===== config.mk =====
export PLATFORM = sky130hd
export DESIGN_NAME = delimited_word_match_counter_flat
export DESIGN_NICKNAME = d
export VERILOG_FILES = /design/src/sv/dwmc_pkg.sv /design/src/sv/dwmc_char_if.sv /design/src/sv/dwmc_word_track.sv /design/src/sv/delimited_word_match_counter.sv /design/src/flat_wrapper.sv
export SDC_FILE = /design/constraint.sdc
export NUM_CORES = 1
export LEC_CHECK = 0
export BUFFER_PORTS_ARGS = -buffer_cell sky130_fd_sc_hd__buf_4
export CAP_MARGIN = 20
export CORE_MARGIN = 10
export CORE_UTILIZATION = 60
export CTS_BUF_LIST = sky130_fd_sc_hd__clkbuf_16
export DETAILED_ROUTE_END_ITERATION = 12
export GPL_TIMING_DRIVEN = 0
export PLACE_DENSITY = 0.79
export SYNTH_ARGS = -nofsm -noshare
export SYNTH_HDL_FRONTEND = slang
export SYNTH_SLANG_ARGS = --single-unit

===== constraint.sdc =====
create_clock -name clk -period 4.7 [get_ports clk]
set_input_delay 0.235 -clock clk [delete_from_list [all_inputs] [get_ports clk]]
set_output_delay 0.235 -clock clk [all_outputs]
set_load 0.1 [all_outputs]

===== src/sv/dwmc_pkg.sv =====
// shared constants and types for the delimited word match counter
package dwmc_pkg;

    localparam int MAX_WORD_CHARS_DEF = 8;
    localparam int COUNT_BITS_DEF     = 16;

    localparam int CHAR_W    = 8;
    localparam int WORD_W    = 64;
    localparam int LEN_W     = 4;
    localparam int POS_W     = 4;
    localparam int FIELD_W   = 16;
    localparam int OUT_CNT_W = 16;
    localparam int CFG_IDX_W = 2;

    localparam logic [CHAR_W-1:0] FIELD_SEP = 8'h2C;

    localparam logic [1:0] FIRST_A    = 2'd0;
    localparam logic [1:0] FIRST_B    = 2'd1;
    localparam logic [1:0] FIRST_NONE = 2'd2;

    localparam logic [CFG_IDX_W-1:0] CFG_WORD_A_CHARS  = 2'd0;
    localparam logic [CFG_IDX_W-1:0] CFG_WORD_A_LENGTH = 2'd1;
    localparam logic [CFG_IDX_W-1:0] CFG_WORD_B_CHARS  = 2'd2;
    localparam logic [CFG_IDX_W-1:0] CFG_WORD_B_LENGTH = 2'd3;

    typedef struct packed {
        logic advance;
        logic take;
        logic sep;
        logic last;
    } dwmc_ctl_t;

    typedef struct packed {
        logic                 found;
        logic [FIELD_W-1:0]   first_field;
        logic [OUT_CNT_W-1:0] count;
    } dwmc_status_t;

endpackage


===== src/sv/dwmc_char_if.sv =====
// character and result channel interfaces
interface dwmc_char_if
    import dwmc_pkg::*;
();
    logic              valid;
    logic              ready;
    logic [CHAR_W-1:0] char_code;
    logic              char_present;
    logic              line_end;

    modport source (output valid, output char_code, output char_present, output line_end,
                    input ready);
    modport sink (input valid, input char_code, input char_present, input line_end,
                  output ready);
endinterface

interface dwmc_result_if
    import dwmc_pkg::*;
();
    logic                 valid;
    logic                 ready;
    logic [1:0]           first_word;
    logic [OUT_CNT_W-1:0] count_a;
    logic [OUT_CNT_W-1:0] count_b;

    modport source (output valid, output first_word, output count_a, output count_b,
                    input ready);
    modport sink (input valid, input first_word, input count_a, input count_b,
                  output ready);
endinterface


===== src/sv/dwmc_word_track.sv =====
// per-word field match tracking: running match flag, tally and first match field
module dwmc_word_track
    import dwmc_pkg::*;
#(
    parameter int MAX_WORD_CHARS = MAX_WORD_CHARS_DEF,
    parameter int COUNT_BITS     = COUNT_BITS_DEF
) (
    input  logic                clk,
    input  logic                rst_n,
    input  logic [WORD_W-1:0]   word_chars,
    input  logic [LEN_W-1:0]    word_length,
    input  logic [CHAR_W-1:0]   char_code,
    input  logic [POS_W-1:0]    char_pos,
    input  logic [FIELD_W-1:0]  field_number,
    input  dwmc_ctl_t           ctl,
    output dwmc_status_t        status
);

    localparam logic [LEN_W-1:0]      MAX_LEN   = LEN_W'(MAX_WORD_CHARS);
    localparam logic [POS_W-1:0]      POS_MAX   = '1;
    localparam logic [COUNT_BITS-1:0] TALLY_MAX = '1;

    logic                  still_reg;
    logic [COUNT_BITS-1:0] tally_reg;
    logic [COUNT_BITS-1:0] tally_next;
    logic                  found_reg;
    logic                  found_next;
    logic [FIELD_W-1:0]    first_reg;
    logic [FIELD_W-1:0]    first_next;

    logic             pos_ok;
    logic             len_ok;
    logic [7:0]       word_byte;
    logic [POS_W-1:0] pos_after;
    logic             still_after;
    logic             match;

    assign pos_ok      = (char_pos < word_length) && (char_pos < MAX_LEN);
    assign len_ok      = (word_length != '0) && (word_length <= MAX_LEN);
    assign word_byte   = word_chars[8*char_pos[2:0] +: 8];
    assign pos_after   = (char_pos == POS_MAX) ? POS_MAX : char_pos + 1'b1;
    assign still_after = still_reg && pos_ok && (word_byte == char_code);

    always_comb
    begin
        match = 1'b0;
        if (len_ok)
        begin
            if (ctl.sep)
                match = still_reg && (char_pos == word_length);
            else if (ctl.last && ctl.take)
                match = still_after && (pos_after == word_length);
            else if (ctl.last)
                match = still_reg && (char_pos == word_length);
        end
    end

    assign tally_next = (match && (tally_reg != TALLY_MAX)) ? tally_reg + 1'b1 : tally_reg;
    assign found_next = found_reg || match;
    assign first_next = (match && !found_reg) ? field_number : first_reg;

    always_ff @(posedge clk or negedge rst_n)
    begin
        if (!rst_n)
        begin
            still_reg <= 1'b1;
            tally_reg <= '0;
            found_reg <= 1'b0;
            first_reg <= '0;
        end
        else if (ctl.advance)
        begin
            if (ctl.last)
            begin
                still_reg <= 1'b1;
                tally_reg <= '0;
                found_reg <= 1'b0;
                first_reg <= '0;
            end
            else
            begin
                if (ctl.sep)
                    still_reg <= 1'b1;
                else if (ctl.take)
                    still_reg <= still_after;
                tally_reg <= tally_next;
                found_reg <= found_next;
                first_reg <= first_next;
            end
        end
    end

    assign status.found       = found_next;
    assign status.first_field = first_next;

    generate
        if (COUNT_BITS > OUT_CNT_W)
        begin : g_clamp
            assign status.count = (|tally_next[COUNT_BITS-1:OUT_CNT_W]) ? '1
                                  : tally_next[OUT_CNT_W-1:0];
        end
        else
        begin : g_extend
            assign status.count = OUT_CNT_W'(tally_next);
        end
    endgenerate

endmodule


===== src/sv/delimited_word_match_counter.sv =====
// top level of the delimited word match counter
// Takes one comma separated line, one character per transfer, and counts the fields that
// equal configured word A and word B exactly (case-sensitive). The transfer that carries
// line_end produces one result: which word matched in the earlier field (0 A, 1 B,
// 2 neither or a tie) and both counts, after which line state clears. A transfer with
// a character and line_end applies the character first. One character is accepted
// every cycle: each transfer passes straight on from the input register and the result
// register frees as soon as its result is taken, so only a held result with a pending
// line end stalls input. The result is registered behind the input register. Write the
// word registers only while the block is idle.
module delimited_word_match_counter
    import dwmc_pkg::*;
#(
    parameter int MAX_WORD_CHARS = MAX_WORD_CHARS_DEF,
    parameter int COUNT_BITS     = COUNT_BITS_DEF
) (
    input  logic                 clk,
    input  logic                 rst_n,
    dwmc_char_if.sink            char_in,
    dwmc_result_if.source        result_out,
    input  logic                 cfg_wr_en,
    input  logic [CFG_IDX_W-1:0] cfg_index,
    input  logic [WORD_W-1:0]    cfg_data
);

    localparam logic [POS_W-1:0]   POS_MAX   = '1;
    localparam logic [FIELD_W-1:0] FIELD_MAX = '1;

    logic [WORD_W-1:0] word_a_chars_reg;
    logic [LEN_W-1:0]  word_a_length_reg;
    logic [WORD_W-1:0] word_b_chars_reg;
    logic [LEN_W-1:0]  word_b_length_reg;

    logic              in_valid_reg;
    logic [CHAR_W-1:0] char_reg;
    logic              present_reg;
    logic              last_reg;

    logic [POS_W-1:0]   pos_reg;
    logic [FIELD_W-1:0] field_reg;

    logic                 out_valid_reg;
    logic [1:0]           first_word_reg;
    logic [OUT_CNT_W-1:0] count_a_reg;
    logic [OUT_CNT_W-1:0] count_b_reg;
    logic [1:0]           first_word_next;

    logic         out_free;
    dwmc_ctl_t    ctl;
    dwmc_status_t status_a;
    dwmc_status_t status_b;

    // configuration
    always_ff @(posedge clk or negedge rst_n)
    begin
        if (!rst_n)
        begin
            word_a_chars_reg  <= '0;
            word_a_length_reg <= LEN_W'(1);
            word_b_chars_reg  <= '0;
            word_b_length_reg <= LEN_W'(1);
        end
        else if (cfg_wr_en)
        begin
            unique case (cfg_index)
                CFG_WORD_A_CHARS:  word_a_chars_reg  <= cfg_data;
                CFG_WORD_A_LENGTH: word_a_length_reg <= cfg_data[LEN_W-1:0];
                CFG_WORD_B_CHARS:  word_b_chars_reg  <= cfg_data;
                CFG_WORD_B_LENGTH: word_b_length_reg <= cfg_data[LEN_W-1:0];
                default:           ;
            endcase
        end
    end

    // handshake
    assign out_free    = !out_valid_reg || result_out.ready;
    assign ctl.advance = in_valid_reg && (!last_reg || out_free);
    assign ctl.take    = present_reg && (char_reg != FIELD_SEP);
    assign ctl.sep     = present_reg && (char_reg == FIELD_SEP);
    assign ctl.last    = last_reg;
    assign char_in.ready = !in_valid_reg || ctl.advance;

    // input register
    always_ff @(posedge clk or negedge rst_n)
    begin
        if (!rst_n)
            in_valid_reg <= 1'b0;
        else if (char_in.ready)
            in_valid_reg <= char_in.valid;
    end

    always_ff @(posedge clk)
    begin
        if (char_in.ready && char_in.valid)
        begin
            char_reg    <= char_in.char_code;
            present_reg <= char_in.char_present;
            last_reg    <= char_in.line_end;
        end
    end

    // field position
    always_ff @(posedge clk or negedge rst_n)
    begin
        if (!rst_n)
        begin
            pos_reg   <= '0;
            field_reg <= '0;
        end
        else if (ctl.advance)
        begin
            priority if (ctl.last)
            begin
                pos_reg   <= '0;
                field_reg <= '0;
            end
            else if (ctl.sep)
            begin
                pos_reg <= '0;
                if (field_reg != FIELD_MAX)
                    field_reg <= field_reg + 1'b1;
            end
            else if (ctl.take)
            begin
                if (pos_reg != POS_MAX)
                    pos_reg <= pos_reg + 1'b1;
            end
            else
            begin
                pos_reg   <= pos_reg;
                field_reg <= field_reg;
            end
        end
    end

    dwmc_word_track #(
        .MAX_WORD_CHARS (MAX_WORD_CHARS),
        .COUNT_BITS     (COUNT_BITS)
    ) u_track_a (
        .clk          (clk),
        .rst_n        (rst_n),
        .word_chars   (word_a_chars_reg),
        .word_length  (word_a_length_reg),
        .char_code    (char_reg),
        .char_pos     (pos_reg),
        .field_number (field_reg),
        .ctl          (ctl),
        .status       (status_a)
    );

    dwmc_word_track #(
        .MAX_WORD_CHARS (MAX_WORD_CHARS),
        .COUNT_BITS     (COUNT_BITS)
    ) u_track_b (
        .clk          (clk),
        .rst_n        (rst_n),
        .word_chars   (word_b_chars_reg),
        .word_length  (word_b_length_reg),
        .char_code    (char_reg),
        .char_pos     (pos_reg),
        .field_number (field_reg),
        .ctl          (ctl),
        .status       (status_b)
    );

    always_comb
    begin
        priority if (status_a.found &&
                     (!status_b.found || (status_a.first_field < status_b.first_field)))
            first_word_next = FIRST_A;
        else if (status_b.found &&
                 (!status_a.found || (status_b.first_field < status_a.first_field)))
            first_word_next = FIRST_B;
        else
            first_word_next = FIRST_NONE;
    end

    // result register
    always_ff @(posedge clk or negedge rst_n)
    begin
        if (!rst_n)
            out_valid_reg <= 1'b0;
        else if (ctl.advance && ctl.last)
            out_valid_reg <= 1'b1;
        else if (result_out.ready)
            out_valid_reg <= 1'b0;
    end

    always_ff @(posedge clk)
    begin
        if (ctl.advance && ctl.last)
        begin
            first_word_reg <= first_word_next;
            count_a_reg    <= status_a.count;
            count_b_reg    <= status_b.count;
        end
    end

    assign result_out.valid      = out_valid_reg;
    assign result_out.first_word = first_word_reg;
    assign result_out.count_a    = count_a_reg;
    assign result_out.count_b    = count_b_reg;

    // checks
    a_first_a_counted: assert property (@(posedge clk) disable iff (!rst_n)
        out_valid_reg && (first_word_reg == FIRST_A) |-> count_a_reg != '0)
        else $error("word A reported first with zero count");

    a_first_b_counted: assert property (@(posedge clk) disable iff (!rst_n)
        out_valid_reg && (first_word_reg == FIRST_B) |-> count_b_reg != '0)
        else $error("word B reported first with zero count");

    a_line_clears: assert property (@(posedge clk) disable iff (!rst_n)
        ctl.advance && ctl.last |=> (pos_reg == '0) && (field_reg == '0) && out_valid_reg)
        else $error("line end did not clear state or raise result");

    a_no_overwrite: assert property (@(posedge clk) disable iff (!rst_n)
        out_valid_reg && !result_out.ready |-> !(ctl.advance && ctl.last))
        else $error("held result overwritten");

endmodule

===== src/flat_wrapper.sv =====
// flat-port wrapper written by rule: the top's interface ports become plain ports
module delimited_word_match_counter_flat import dwmc_pkg::*;
#(
    parameter int MAX_WORD_CHARS = MAX_WORD_CHARS_DEF,
    parameter int COUNT_BITS     = COUNT_BITS_DEF
)
  (clk, rst_n, cfg_wr_en, cfg_index, cfg_data, char_in_valid, char_in_char_code, char_in_char_present, char_in_line_end, char_in_ready, result_out_valid, result_out_first_word, result_out_count_a, result_out_count_b, result_out_ready);
  dwmc_char_if char_in_i ();
  dwmc_result_if result_out_i ();
  input  logic clk;
  input  logic rst_n;
  input  logic cfg_wr_en;
  input  logic [CFG_IDX_W-1:0] cfg_index;
  input  logic [WORD_W-1:0] cfg_data;
  input wire logic [$bits(char_in_i.valid)-1:0] char_in_valid;
  input wire logic [$bits(char_in_i.char_code)-1:0] char_in_char_code;
  input wire logic [$bits(char_in_i.char_present)-1:0] char_in_char_present;
  input wire logic [$bits(char_in_i.line_end)-1:0] char_in_line_end;
  output wire logic [$bits(char_in_i.ready)-1:0] char_in_ready;
  output wire logic [$bits(result_out_i.valid)-1:0] result_out_valid;
  output wire logic [$bits(result_out_i.first_word)-1:0] result_out_first_word;
  output wire logic [$bits(result_out_i.count_a)-1:0] result_out_count_a;
  output wire logic [$bits(result_out_i.count_b)-1:0] result_out_count_b;
  input wire logic [$bits(result_out_i.ready)-1:0] result_out_ready;
  assign char_in_i.valid = char_in_valid;
  assign char_in_i.char_code = char_in_char_code;
  assign char_in_i.char_present = char_in_char_present;
  assign char_in_i.line_end = char_in_line_end;
  assign char_in_ready = char_in_i.ready;
  assign result_out_valid = result_out_i.valid;
  assign result_out_first_word = result_out_i.first_word;
  assign result_out_count_a = result_out_i.count_a;
  assign result_out_count_b = result_out_i.count_b;
  assign result_out_i.ready = result_out_ready;
  delimited_word_match_counter #(.MAX_WORD_CHARS(MAX_WORD_CHARS), .COUNT_BITS(COUNT_BITS)) u_core (.clk(clk), .rst_n(rst_n), .char_in(char_in_i), .result_out(result_out_i), .cfg_wr_en(cfg_wr_en), .cfg_index(cfg_index), .cfg_data(cfg_data));
endmodule

==> impl_results.md <==
* Worst reg2reg path startpoint: u_core.pos_reg[1]
* Worst r2r dst: u_core.result_out.first_word[1]
* Sequential-to-total area share from yosys stat at 49.3%
* Final hold vios at 0
* Reg2Reg Depth at 20
* Initial antenna violation count at 0
* 1st-iter DRT viols at 1037
* Power Density at 415 nW/um2
* Clock insertion delay at the later pin of the skew report at 0.55 ns
* Ports at 117
* Vias at 11200
* Worst Path Required at 4.98 ns
* Pre-CTS WS at -0.609 ns
* First-pass GRT wire length at 63900 um
* Root Buffer Master: clkbuf_16
* Post-route setup slack at 0.116 ns
* Wire per inst at 22.4 um
* Final cycle utilization of the critical path at 97.5%
* Largest net degree at the start of global routing at 120
* Final min period at 4.58 ns
* Syn nets at 1347
* Post-synth EDFFs at 44
* TritonCTS Buffers at 28
* Syn avg cell area at 11.4 um2
* CTS H-tree lvls at 1
* Share of layout cells above drive strength 1 at 28.9%
* Yosys warns at 0
* Layout Skew at 0.0161 ns
* R2r setup slk at 0.12 ns
* CTS tree: done
* Slew HR at 43.4%
* Fmax at 218 MHz
* Crit path to: u_core.result_out.first_word[1]
* Clock sink count at 270
* Chip Height at 174 um
* Setup crit end kind: flip-flop
* Status: completed
* DP HPWL at 26800 um
* GRT Resource Usage Total at 26.2%
* Post-synthesis async set-or-reset flop share at 83.7%
* Worst Setup SP: u_core.pos_reg[1]
* Clock Pin Slew Worst Setup and Hold Paths at 0.06 ns
* Die width at 174 um
* CORE AREA at 23300 um2
* Transition time of the tightest slew-check pin at 0.849 ns
* Flops & latches, synth at 270
* Post-route ant nets at 0
* Filler Cells Inserted at 1525
* Post-Syn Area at 14200 um2
* Mapped Cells at 1238
* First-pass DRT Iterations at 6
* Port Buf Inserts at 116
* Crit-path max FO at 10
* Clock Path Buffers at 3
* Max Transition Viols Final at 0
* Most common cell after layout, fill and taps aside: dfrtp_1
* DR vias/cell at 6.20
* Cell row count at 56
* Vias in the first global route at 11600
* Commonest cells after routing, fill and taps aside: dfrtp_1 (221), mux2_2 (178), buf_4 (131)
* # DRC at 0
* Peak VDD IR at 0.294 mV
* Pleak at 7.41 nW
* Gpl congestion at 0.936
* Initial Util at 60.7%
* Worst path arrival time at 4.87 ns
* Fin nets at 1580
* Pwr Total at 7.27 mW
* Worst setup SP type: flip-flop
* Kind of critical path: reg2reg
* Post-synth cell types at 72
* # setup viols final at 0
* Max-Cap Viols at 0
* Top FF cell, synth: dfrtp_1
* Die area at 30100 um2
* Inserted Diodes at 0
* Area Overhead vs Synth at 23.6%
* Overflow after GRT at 0
* Tightest Hold Check Type: in2reg
* Post-Route WL at 40500 um
[Yosys cell counts (all sizes together), types with 9 or more instances]
| master | count | area [um2] |
|---|---|---|
| nand4 | 24 | 150 |
| or4 | 9 | 67.6 |
| o21ai | 29 | 145 |
| mux2 | 181 | 2050 |
| mux2i | 43 | 430 |
| nand2 | 94 | 353 |
| clkbuf | 60 | 225 |
| xor2 | 24 | 210 |
| xnor2 | 28 | 245 |
| ha | 28 | 350 |
| nor2b | 9 | 56.3 |
| dfrtp | 222 | 5560 |
| a22o | 9 | 78.8 |
| nor2 | 49 | 184 |
| or3 | 15 | 98.8 |
| and2 | 15 | 93.8 |
| o211ai | 41 | 308 |
| o22ai | 13 | 81.3 |
| nand3 | 86 | 430 |
| and3 | 17 | 106 |
| nor3 | 12 | 60.1 |
| buf | 22 | 174 |
| a21oi | 26 | 130 |
| inv | 24 | 90.1 |
| edfxtp | 44 | 1320 |
[worst max-delay path, cell delays in order, from the launching register on]
cell and delay [ns]:
dfrtp_2 0.38, buf_6 0.13, buf_12 0.14, buf_6 0.20, mux2_2 0.38, o22ai_1 0.26
a221oi_2 0.07, xor2_1 0.27, nor4_4 0.08, buf_4 0.16, a32oi_4 0.27, buf_6 0.17
mux2_2 0.33, ha_1 0.31, a21o_1 0.16, a21o_1 0.18, a21oi_2 0.16, o21ai_1 0.10
or2_4 0.25, o221ai_2 0.18, mux2i_2 0.12
[power breakdown]
part | internal, mW | leakage, nW | total (mW) | switching (mW)
combinational | 0.882 | 3.68 | 1.92 | 1.04
clock | 1.35 | 0.489 | 2.30 | 0.957
sequential | 2.77 | 3.24 | 3.04 | 0.275
total | 5.00 | 7.41 | 7.27 | 2.27
[logic make-up (layout without fill, tap and decap cells)]
family	after synthesis	after routing	synth area share, %
multiplexers	232	232	18.8
AO/OA/AOI/OAI	179	179	9.10
adder cells (fa/ha/maj)	28	28	2.48
buffers and inverters	106	361	3.46
XOR/XNOR	52	52	3.22
AND/OR/NAND/NOR	371	371	13.7
flip-flops	270	270	49.3
[layer usage]
metal / vias up / part of all wire, % / track usage, %
met2: 456 / 50 / 45.2
li1: 5045 / - / -
met5: - / 0 / 0
met1: 5625 / 39 / 31.6
met3: 113 / 6.7 / 4.55
met4: 0 / 4.2 / 11.7
[metrics by stage]
step                hold WS (ns)  cell area (um2)  std cells  setup TNS [ns]  utilization [%]
floorplan                -0.0606            14200       1238               0                -
CTS                        0.169            17400       1811               0             74.4
detailed placement         0.332            15500       1675           -1.15             66.3
finish                     0.189            17500       1812               0             75.0
global route               0.185            17500       1812         -0.0303             75.0
global placement           0.425            15400       1673           -1.01             66.1
[layout make-up]
class / count / area, um2 / share of cell area, %
clock buffer: 31 / 776 / 4.43
tap: 319 / 399 / 2.28
inverter: 24 / 90.1 / 0.515
clock inverter: 21 / 176 / 1.01
timing repair buffer: 203 / 1760 / 10.0
sequential: 270 / 6980 / 39.9
multi-input combinational: 862 / 6870 / 39.3
buffer: 82 / 443 / 2.53
[worst min-delay path by stage]
| stage | from | end | slack (ns) | depth (start not counted) |
|---|---|---|---|---|
| CTS | cfg_index[1] | u_core.word_b_length_reg[2] | 0.17 | 3 |
| global placement | char_in_char_code[5] | u_core.char_reg[5] | 0.43 | 1 |
| detailed placement | rst_n | u_core.u_track_b.tally_reg[13] | 0.33 | 1 |
| finish | cfg_index[1] | u_core.word_b_length_reg[2] | 0.19 | 3 |
| floorplan | rst_n | u_core.field_reg[0] | -0.06 | 0 |
| global route | cfg_index[1] | u_core.word_b_length_reg[0] | 0.19 | 3 |
[what timing repair did]
item,4_1_cts,5_1_grt
hold endpoints to repair,254,0
gates resized for setup,24,38
setup buffers,7,1
hold buffers,77,0
setup endpoints to repair,2,2
pin swaps,1,5
Note: power is estimated with default switching activity, not from simulation.
